`config.mk`:
```
export PLATFORM = sky130hd
export DESIGN_NAME = random_free_slot_picker_core
export DESIGN_NICKNAME = d
export VERILOG_FILES = /design/src/rtl/rfsp_pkg.sv /design/src/rtl/rfsp_ctrl.sv /design/src/rtl/rfsp_dp.sv /design/src/rtl/random_free_slot_picker_core.sv
export SDC_FILE = /design/constraint.sdc
export NUM_CORES = 1
export LEC_CHECK = 0
export ABC_CLOCK_PERIOD_IN_PS = 7200
export BUFFER_PORTS_ARGS = -buffer_cell sky130_fd_sc_hd__buf_2
export CELL_PAD_IN_SITES_DETAIL_PLACEMENT = 1
export CELL_PAD_IN_SITES_GLOBAL_PLACEMENT = 2
export CORE_UTILIZATION = 38
export CTS_CLUSTER_SIZE = 30
export DETAILED_ROUTE_END_ITERATION = 12
export PLACE_DENSITY = 0.94
export SETUP_SLACK_MARGIN = 0.3
export SLEW_MARGIN = 20
export SYNTH_ARGS = -nofsm -noshare
export SYNTH_HDL_FRONTEND = slang
export SYNTH_SLANG_ARGS = --single-unit
```
`constraint.sdc`:
```
create_clock -name clk -period 7.2 [get_ports clk]
set_clock_uncertainty 0.05 [all_clocks]
set_input_delay 0.72 -clock clk [delete_from_list [all_inputs] [get_ports clk]]
set_output_delay 0.72 -clock clk [all_outputs]
set_load 0.01 [all_outputs]
```
`src/rtl/rfsp_pkg.sv`:
```
// rfsp_pkg: shared widths, register indexes and controller/datapath interface types
// for the random free slot picker; no dependencies
package rfsp_pkg;

  localparam int SLOT_W    = 8;   // neighbor_slot field
  localparam int TIME_W    = 32;  // seen and current tick fields
  localparam int RND_W     = 16;  // random_value field
  localparam int SCNT_W    = 6;   // slot_count register
  localparam int WIN_W     = 16;  // seen_window register
  localparam int CHOSEN_W  = 6;   // chosen_slot field
  localparam int CFG_IDX_W = 1;
  localparam int CFG_W     = 16;  // widest register
  localparam int DIVCNT_W  = $clog2(RND_W + 1);

  localparam logic [CFG_IDX_W-1:0] CFG_SLOT_COUNT  = 1'd0;
  localparam logic [CFG_IDX_W-1:0] CFG_SEEN_WINDOW = 1'd1;

  localparam logic [SCNT_W-1:0] SLOT_COUNT_RST  = 6'd16;
  localparam logic [WIN_W-1:0]  SEEN_WINDOW_RST = 16'd128;

  // commands from controller to datapath
  typedef struct packed {
    logic accept;     // input item taken this cycle
    logic scan_load;  // copy occupancy into scan shifter
    logic cnt_step;   // count one free slot candidate
    logic div_init;   // start remainder unit
    logic div_step;   // one remainder bit
    logic scan_step;  // one rank search step
    logic out_load;   // move pick into output register, clear map
  } rfsp_cmd_t;

  // status from datapath to controller
  typedef struct packed {
    logic scan_done;  // no candidate left in shifter
    logic free_zero;  // no free slot counted
    logic div_done;   // remainder ready
    logic hit;        // current candidate is the picked one
    logic out_free;   // output register can take a result
  } rfsp_stat_t;

endpackage

```
`src/rtl/rfsp_ctrl.sv`:
```
// rfsp_ctrl: sequencer for load, count, remainder and rank search phases
// depends on rfsp_pkg
module rfsp_ctrl (
  input  logic                clk,
  input  logic                rst_n,
  input  logic                in_valid,
  input  logic                in_last_entry,
  output logic                in_ready,
  input  rfsp_pkg::rfsp_stat_t stat,
  output rfsp_pkg::rfsp_cmd_t  cmd
);
  import rfsp_pkg::*;

  localparam logic [2:0] ST_IDLE = 3'd0;
  localparam logic [2:0] ST_LOAD = 3'd1;
  localparam logic [2:0] ST_CNT  = 3'd2;
  localparam logic [2:0] ST_DIV  = 3'd3;
  localparam logic [2:0] ST_RLD  = 3'd4;
  localparam logic [2:0] ST_SCAN = 3'd5;
  localparam logic [2:0] ST_DONE = 3'd6;

  logic [2:0] state_r, state_nxt;

  assign in_ready = (state_r == ST_IDLE);

  always_comb begin
    state_nxt = state_r;
    cmd       = '0;
    case (state_r)
      ST_IDLE: begin
        cmd.accept = in_valid;
        if (in_valid && in_last_entry) state_nxt = ST_LOAD;
      end
      ST_LOAD: begin
        cmd.scan_load = 1'b1;
        state_nxt     = ST_CNT;
      end
      ST_CNT: begin
        if (!stat.scan_done) begin
          cmd.cnt_step = 1'b1;
        end else if (stat.free_zero) begin
          state_nxt = ST_DONE;
        end else begin
          cmd.div_init = 1'b1;
          state_nxt    = ST_DIV;
        end
      end
      ST_DIV: begin
        if (stat.div_done) state_nxt = ST_RLD;
        else cmd.div_step = 1'b1;
      end
      ST_RLD: begin
        cmd.scan_load = 1'b1;
        state_nxt     = ST_SCAN;
      end
      ST_SCAN: begin
        cmd.scan_step = 1'b1;
        if (stat.hit || stat.scan_done) state_nxt = ST_DONE;
      end
      ST_DONE: begin
        if (stat.out_free) begin
          cmd.out_load = 1'b1;
          state_nxt    = ST_IDLE;
        end
      end
      default: state_nxt = ST_IDLE;
    endcase
  end

  always_ff @(posedge clk) begin
    if (!rst_n) state_r <= ST_IDLE;
    else state_r <= state_nxt;
  end

endmodule

```
`src/rtl/rfsp_dp.sv`:
```
// rfsp_dp: config registers, occupancy map, free counter, remainder unit,
// rank search and output register; depends on rfsp_pkg
module rfsp_dp #(
  parameter int SLOT_LIMIT     = 32,
  parameter int RESERVED_SLOTS = 2
) (
  input  logic                              clk,
  input  logic                              rst_n,
  input  logic                              cfg_we,
  input  logic [rfsp_pkg::CFG_IDX_W-1:0]    cfg_index,
  input  logic [rfsp_pkg::CFG_W-1:0]        cfg_wdata,
  input  logic                              in_entry_valid,
  input  logic [rfsp_pkg::SLOT_W-1:0]       in_neighbor_slot,
  input  logic [rfsp_pkg::TIME_W-1:0]       in_direct_seen_time,
  input  logic [rfsp_pkg::TIME_W-1:0]       in_indirect_seen_time,
  input  logic [rfsp_pkg::TIME_W-1:0]       in_current_time,
  input  logic                              in_last_entry,
  input  logic [rfsp_pkg::RND_W-1:0]        in_random_value,
  output logic                              out_valid,
  input  logic                              out_ready,
  output logic [rfsp_pkg::CHOSEN_W-1:0]     out_chosen_slot,
  output logic                              out_found,
  input  rfsp_pkg::rfsp_cmd_t               cmd,
  output rfsp_pkg::rfsp_stat_t              stat
);
  import rfsp_pkg::*;

  localparam int CW = $clog2(SLOT_LIMIT + 1);

  logic [SCNT_W-1:0]     slot_count_r;
  logic [WIN_W-1:0]      seen_window_r;
  logic [SLOT_LIMIT-1:0] occ_r, occ_nxt;     // bit k: slot RESERVED_SLOTS+k
  logic [SLOT_LIMIT-1:0] sh_r, sh_nxt;
  logic [CW-1:0]         left_r, left_nxt;
  logic [CW-1:0]         free_r, free_nxt;
  logic [CW-1:0]         rank_r, rank_nxt;
  logic [CW-1:0]         rem_r, rem_nxt;
  logic [RND_W-1:0]      dvd_r, dvd_nxt;
  logic [DIVCNT_W-1:0]   dcnt_r, dcnt_nxt;
  logic [CHOSEN_W-1:0]   pos_r, pos_nxt;
  logic [CHOSEN_W-1:0]   pick_r, pick_nxt;
  logic                  hit_r, hit_nxt;
  logic                  out_valid_r, out_valid_nxt;
  logic [CHOSEN_W-1:0]   out_slot_r, out_slot_nxt;
  logic                  out_found_r, out_found_nxt;

  logic [TIME_W-1:0] age_d, age_i;
  logic              seen;
  logic [CW-1:0]     count;
  logic [CW:0]       trial;
  logic              cand_free;

  assign age_d = in_current_time - in_direct_seen_time;
  assign age_i = in_current_time - in_indirect_seen_time;
  assign seen  = (age_d < {{(TIME_W-WIN_W){1'b0}}, seen_window_r}) ||
                 (age_i < {{(TIME_W-WIN_W){1'b0}}, seen_window_r});

  // slot_count saturates at SLOT_LIMIT
  assign count = (slot_count_r > SCNT_W'(SLOT_LIMIT)) ? CW'(SLOT_LIMIT) : CW'(slot_count_r);

  assign trial     = {rem_r, dvd_r[RND_W-1]};
  assign cand_free = !sh_r[0];

  assign stat.scan_done = (left_r == '0);
  assign stat.free_zero = (free_r == '0);
  assign stat.div_done  = (dcnt_r == '0);
  assign stat.hit       = (left_r != '0) && cand_free && (rank_r == rem_r);
  assign stat.out_free  = !out_valid_r || out_ready;

  always_comb begin
    occ_nxt       = occ_r;
    sh_nxt        = sh_r;
    left_nxt      = left_r;
    free_nxt      = free_r;
    rank_nxt      = rank_r;
    rem_nxt       = rem_r;
    dvd_nxt       = dvd_r;
    dcnt_nxt      = dcnt_r;
    pos_nxt       = pos_r;
    pick_nxt      = pick_r;
    hit_nxt       = hit_r;
    out_valid_nxt = out_valid_r && !out_ready;
    out_slot_nxt  = out_slot_r;
    out_found_nxt = out_found_r;

    if (cmd.accept) begin
      for (int k = 0; k < SLOT_LIMIT; k++) begin
        if (in_entry_valid && seen && in_neighbor_slot == SLOT_W'(RESERVED_SLOTS + k))
          occ_nxt[k] = 1'b1;
      end
      if (in_last_entry) begin
        dvd_nxt  = in_random_value;
        free_nxt = '0;
        pick_nxt = '0;
        hit_nxt  = 1'b0;
      end
    end

    if (cmd.scan_load) begin
      sh_nxt   = occ_r;
      left_nxt = count;
      pos_nxt  = CHOSEN_W'(RESERVED_SLOTS);
      rank_nxt = '0;
    end

    if (cmd.cnt_step) begin
      if (cand_free) free_nxt = free_r + 1'b1;
      sh_nxt   = sh_r >> 1;
      left_nxt = left_r - 1'b1;
    end

    if (cmd.div_init) begin
      rem_nxt  = '0;
      dcnt_nxt = DIVCNT_W'(RND_W);
    end

    if (cmd.div_step) begin
      if (trial >= {1'b0, free_r}) rem_nxt = CW'(trial - {1'b0, free_r});
      else rem_nxt = CW'(trial);
      dvd_nxt  = dvd_r << 1;
      dcnt_nxt = dcnt_r - 1'b1;
    end

    if (cmd.scan_step && left_r != '0) begin
      if (stat.hit) begin
        pick_nxt = pos_r;
        hit_nxt  = 1'b1;
      end
      if (cand_free) rank_nxt = rank_r + 1'b1;
      sh_nxt   = sh_r >> 1;
      left_nxt = left_r - 1'b1;
      pos_nxt  = pos_r + 1'b1;
    end

    if (cmd.out_load) begin
      out_valid_nxt = 1'b1;
      out_slot_nxt  = pick_r;
      out_found_nxt = hit_r;
      occ_nxt       = '0;
    end
  end

  always_ff @(posedge clk) begin
    if (!rst_n) begin
      slot_count_r  <= SLOT_COUNT_RST;
      seen_window_r <= SEEN_WINDOW_RST;
      occ_r         <= '0;
      out_valid_r   <= 1'b0;
    end else begin
      if (cfg_we && cfg_index == CFG_SLOT_COUNT) slot_count_r <= cfg_wdata[SCNT_W-1:0];
      if (cfg_we && cfg_index == CFG_SEEN_WINDOW) seen_window_r <= cfg_wdata[WIN_W-1:0];
      occ_r       <= occ_nxt;
      out_valid_r <= out_valid_nxt;
    end
  end

  always_ff @(posedge clk) begin
    sh_r        <= sh_nxt;
    left_r      <= left_nxt;
    free_r      <= free_nxt;
    rank_r      <= rank_nxt;
    rem_r       <= rem_nxt;
    dvd_r       <= dvd_nxt;
    dcnt_r      <= dcnt_nxt;
    pos_r       <= pos_nxt;
    pick_r      <= pick_nxt;
    hit_r       <= hit_nxt;
    out_slot_r  <= out_slot_nxt;
    out_found_r <= out_found_nxt;
  end

  assign out_valid       = out_valid_r;
  assign out_chosen_slot = out_slot_r;
  assign out_found       = out_found_r;

endmodule

```
`src/rtl/random_free_slot_picker_core.sv`:
```
// random free slot picker: non-last items only mark the occupancy map and do not stop intake;
// a last item starts a pick over count candidate slots (ending early when none is free),
// count = min(slot_count, SLOT_LIMIT): one map bit per cycle counted,
// 16-bit restoring remainder, one bit per cycle rank search
// result sits in an output register; new items are taken while it waits
// sync active-low reset: slot_count 16, seen_window 128, map clear, output empty
// depends on rfsp_pkg, rfsp_ctrl, rfsp_dp
module random_free_slot_picker_core #(
  parameter int SLOT_LIMIT     = 32,  // 1..62
  parameter int RESERVED_SLOTS = 2    // 0..2
) (
  input  logic                              clk,
  input  logic                              rst_n,
  // configuration writes
  input  logic                              cfg_we,
  input  logic [rfsp_pkg::CFG_IDX_W-1:0]    cfg_index,
  input  logic [rfsp_pkg::CFG_W-1:0]        cfg_wdata,
  // neighbor report items
  input  logic                              in_valid,
  output logic                              in_ready,
  input  logic                              in_entry_valid,
  input  logic [rfsp_pkg::SLOT_W-1:0]       in_neighbor_slot,
  input  logic [rfsp_pkg::TIME_W-1:0]       in_direct_seen_time,
  input  logic [rfsp_pkg::TIME_W-1:0]       in_indirect_seen_time,
  input  logic [rfsp_pkg::TIME_W-1:0]       in_current_time,
  input  logic                              in_last_entry,
  input  logic [rfsp_pkg::RND_W-1:0]        in_random_value,
  // pick result items
  output logic                              out_valid,
  input  logic                              out_ready,
  output logic [rfsp_pkg::CHOSEN_W-1:0]     out_chosen_slot,
  output logic                              out_found
);
  import rfsp_pkg::*;

  // controller/datapath handshake
  rfsp_cmd_t  cmd;
  rfsp_stat_t stat;

  // sequencer: idle (taking items), load, count, remainder, reload, rank search, deliver
  rfsp_ctrl u_ctrl (
    .clk           (clk),
    .rst_n         (rst_n),
    .in_valid      (in_valid),
    .in_last_entry (in_last_entry),
    .in_ready      (in_ready),
    .stat          (stat),
    .cmd           (cmd)
  );

  // reserved slots are never stored: the map only covers the contention slots,
  // and slot numbers outside them never match a map bit
  rfsp_dp #(
    .SLOT_LIMIT     (SLOT_LIMIT),
    .RESERVED_SLOTS (RESERVED_SLOTS)
  ) u_dp (
    .clk                   (clk),
    .rst_n                 (rst_n),
    .cfg_we                (cfg_we),
    .cfg_index             (cfg_index),
    .cfg_wdata             (cfg_wdata),
    .in_entry_valid        (in_entry_valid),
    .in_neighbor_slot      (in_neighbor_slot),
    .in_direct_seen_time   (in_direct_seen_time),
    .in_indirect_seen_time (in_indirect_seen_time),
    .in_current_time       (in_current_time),
    .in_last_entry         (in_last_entry),
    .in_random_value       (in_random_value),
    .out_valid             (out_valid),
    .out_ready             (out_ready),
    .out_chosen_slot       (out_chosen_slot),
    .out_found             (out_found),
    .cmd                   (cmd),
    .stat                  (stat)
  );

endmodule

```
==> reports/qor.txt <==
Status: finished, final reports clean
ANT cells: 0
Sink Count: 155
Synthesis-to-layout area growth: 14.8%
Crit start category: primary input
Grt ovf: 0
Power Density: 194 mW/mm2
Cell-internal power: 1.78 mW
Initial core utilization: 0.391
Worst hold margin: 0.387 ns
Vias in the first global route: 10.3k
#FFs+latches synth: 155
DP HPWL: 26.0 mm
GP Congestion: 0.894
Root buf cell: clkbuf_16
Synthesized area: 0.0114 mm2
Dominant synthesized flop cell: dfxtp_1
Max-cap viol count: 0
WL final: 33.0 mm
Cell chain of the critical path: buf_2, inv_1, ha_1, fa_1, nor2b_1, o2111ai_1, nand3_1, a211oi_1, nor2_1, xor2_1, ha_1, a21oi_1, a21boi_0, a2111oi_0, o2111ai_1, nor4_1, nand4_1, nor4_1, a32oi_2, buf_4, o31ai_1
Resized Gates After CTS: 0
Post-cts hold buffer count: 0
Cells after synthesis: 1,329
RSZ-0062 raised after global routing: false
Sequential share of power: 0.382
Via count: 10.2k
H-tree depth: 4
CTS tree: done
Buffers added on ports: 152
Inserted Clock Buffers: 17
Antenna violations before repair: 0
Total global-route track usage: 0.217
CP peak stage delay: 0.62 ns
# IOs: 153
Period utilisation layout: 0.693
Die area: 0.0306 mm2
Share of layout cells above drive strength 1: 0.164
Clk_lat worst skew: 0.43 ns
Clock slew at reported path FFs: 0.06 ns
Largest net degree at the start of global routing: 45
# DRC: 0
Sequential share of the synthesized area: 0.340
Crit-path max FO: 32
Row Count: 62
Yosys Warn Count: 0
Library cells used by synthesis: 73
Clock Tree Buf Depth: 2
Filler cell count: 3,524
CP bufs+invs: 3
Min Tclk post-route: 4.99 ns
DRT antenna net count: 0
Layout net count: 1,702
Syn Area/Cell: 8.55 um2
Worst setup EP type: register
Worst-margin pin slew: 0.935 ns
Crit Path Class: in -> reg
Final setup violation count: 0
Die span in x: 175 um
Slew Viols, Final: 0
Setup TNS: 0 ns
Global-route wire length before repair: 53.5 mm
Clock power frac: 0.376
Most frequent cells in the layout: nand2_1, buf_2, inv_1
Hold Violations, Final: 0
Post-CTS Setup Bufs: 0
Gate power share: 0.242
Post-synth EDFFs: 76
Switching pwr: 748 uW
CP top delay family: compound AO/OA/AOI/OAI gates
Fraction of registers with async set or reset after synthesis: 0
Sw Share: 0.295
Synthesized Nets: 1,581
Core ar.: 0.0291 mm2
Leak Pwr: 5.40 nW
DR vias/cell: 5.52
CP max stage cell: a211oi_1
Die Height: 175 um
Worst EP arrival: 5.26 ns
Max Freq: 200 MHz
WL per Instance: 17.8 um
Hold/Removal Path Class: reg -> reg
Drt first pass iters: 5
Req. time, crit path: 7.47 ns
Worst slew margin: 0.374
Drt first-iter violations: 671
Worst vdd ir: 147 uV
Commonest non-fill, non-tap cell in the layout: nand2_1
[kinds of logic (layout without fill, tap and decap cells)]
| group | Yosys count | count (layout) | synth area share |
|---|---|---|---|
| simple gates | 442 | 442 | 0.183 |
| compound gates | 346 | 346 | 0.201 |
| buf+inv | 162 | 296 | 0.0565 |
| flops | 155 | 155 | 0.340 |
| fa+ha+maj | 108 | 108 | 0.121 |
| xor+xnor | 69 | 69 | 0.0532 |
| mux | 47 | 47 | 0.0454 |
[power groups by stage]
stage	clock network [mW]	logic, mW	registers (mW)
4_1_cts	0.967	0.612	0.967
3_3_place_gp	0	0.591	0.985
3_5_place_dp	0	0.605	0.986
5_1_grt	1.01	0.683	0.970
2_1_floorplan	0	0.426	0.980
6_report	0.953	0.613	0.967
[routing by layer]
| metal | vias to the layer above | part of all wire | GRT usage |
|---|---|---|---|
| li1 | 5012 | - | - |
| met4 | 0 | 0.0083 | 0.0391 |
| met2 | 206 | 0.47 | 0.356 |
| met3 | 22 | 0.039 | 0.0311 |
| met5 | - | 0 | 0 |
| met1 | 4956 | 0.48 | 0.305 |
[path summary, 6_finish.rpt]
kind / depth (start not counted) / endpoint / startpoint / slack (ns)
max: 21 / u_dp.occ_r[9] / in_current_time[0] / 2.21
min: 0 / u_dp.out_chosen_slot[2] / u_dp.pick_r[2] / 0.39
max reg2reg: 13 / u_dp.occ_r[9] / u_dp.seen_window_r[9] / 3.85
min reg2reg: 0 / u_dp.out_chosen_slot[2] / u_dp.pick_r[2] / 0.39
[flip-flops by register name, indices dropped and copies added (netlist names), 6 cells and up]
name	count
u_dp.dvd_r	16
u_dp.free_r	6
u_dp.left_r	6
u_dp.occ_r	32
u_dp.out_chosen_slot	6
u_dp.pick_r	6
u_dp.pos_r	6
u_dp.rank_r	6
u_dp.rem_r	6
u_dp.seen_window_r	16
u_dp.sh_r	32
u_dp.slot_count_r	6
[per-stage QoR]
stage	instance area (um2)	cells	setup slack (ns)	power (mW)	util
after floorplan	11400	1329	2.66	1.41	-
after global placement	12400	1815	2.02	1.58	0.427
after detailed placement	12400	1815	1.78	1.59	0.427
after CTS	13000	1847	2.20	2.55	0.448
after global routing	13000	1847	1.76	2.66	0.448
final	13000	1847	2.21	2.53	0.448
[cells in the mapped netlist (5+ instances only)]
cell type	number	area share
nand4_1	37	0.020
xnor2_1	41	0.032
nor3_1	20	0.0088
nor2b_1	25	0.014
o211ai_1	13	0.0086
edfxtp_1	76	0.20
o31ai_1	22	0.015
a22o_1	15	0.012
a21o_1	15	0.0099
mux2i_1	14	0.012
o22ai_1	5	0.0028
a21boi_0	21	0.014
and3_1	7	0.0039
inv_1	106	0.035
mux2_2	32	0.032
nor4_1	5	0.0028
nand2_1	180	0.059
ha_1	105	0.12
nand3_1	42	0.018
dfxtp_1	79	0.14
a21oi_1	98	0.043
o2111ai_1	9	0.0069
xor2_1	28	0.022
or3_1	6	0.0033
o21bai_1	5	0.0033
nand3b_1	9	0.0059
clkbuf_1	43	0.014
nor2_1	80	0.026
o21ai_0	74	0.033
o21a_1	21	0.014
nand2b_1	11	0.0061
and2_1	5	0.0028
buf_2	9	0.0040
[cell type report]
class	count	area, um2	share of cell area
Clock inverter	10	119	0.00911
Timing Repair Buffer	158	806	0.0618
Sequential cell	155	3860	0.296
Inverter	106	398	0.0305
Multi-Input combinational cell	1012	6860	0.526
Tap cell	384	480	0.0368
Clock buffer	22	518	0.0397
No activity file was read; power rests on OpenSTA's default activity.
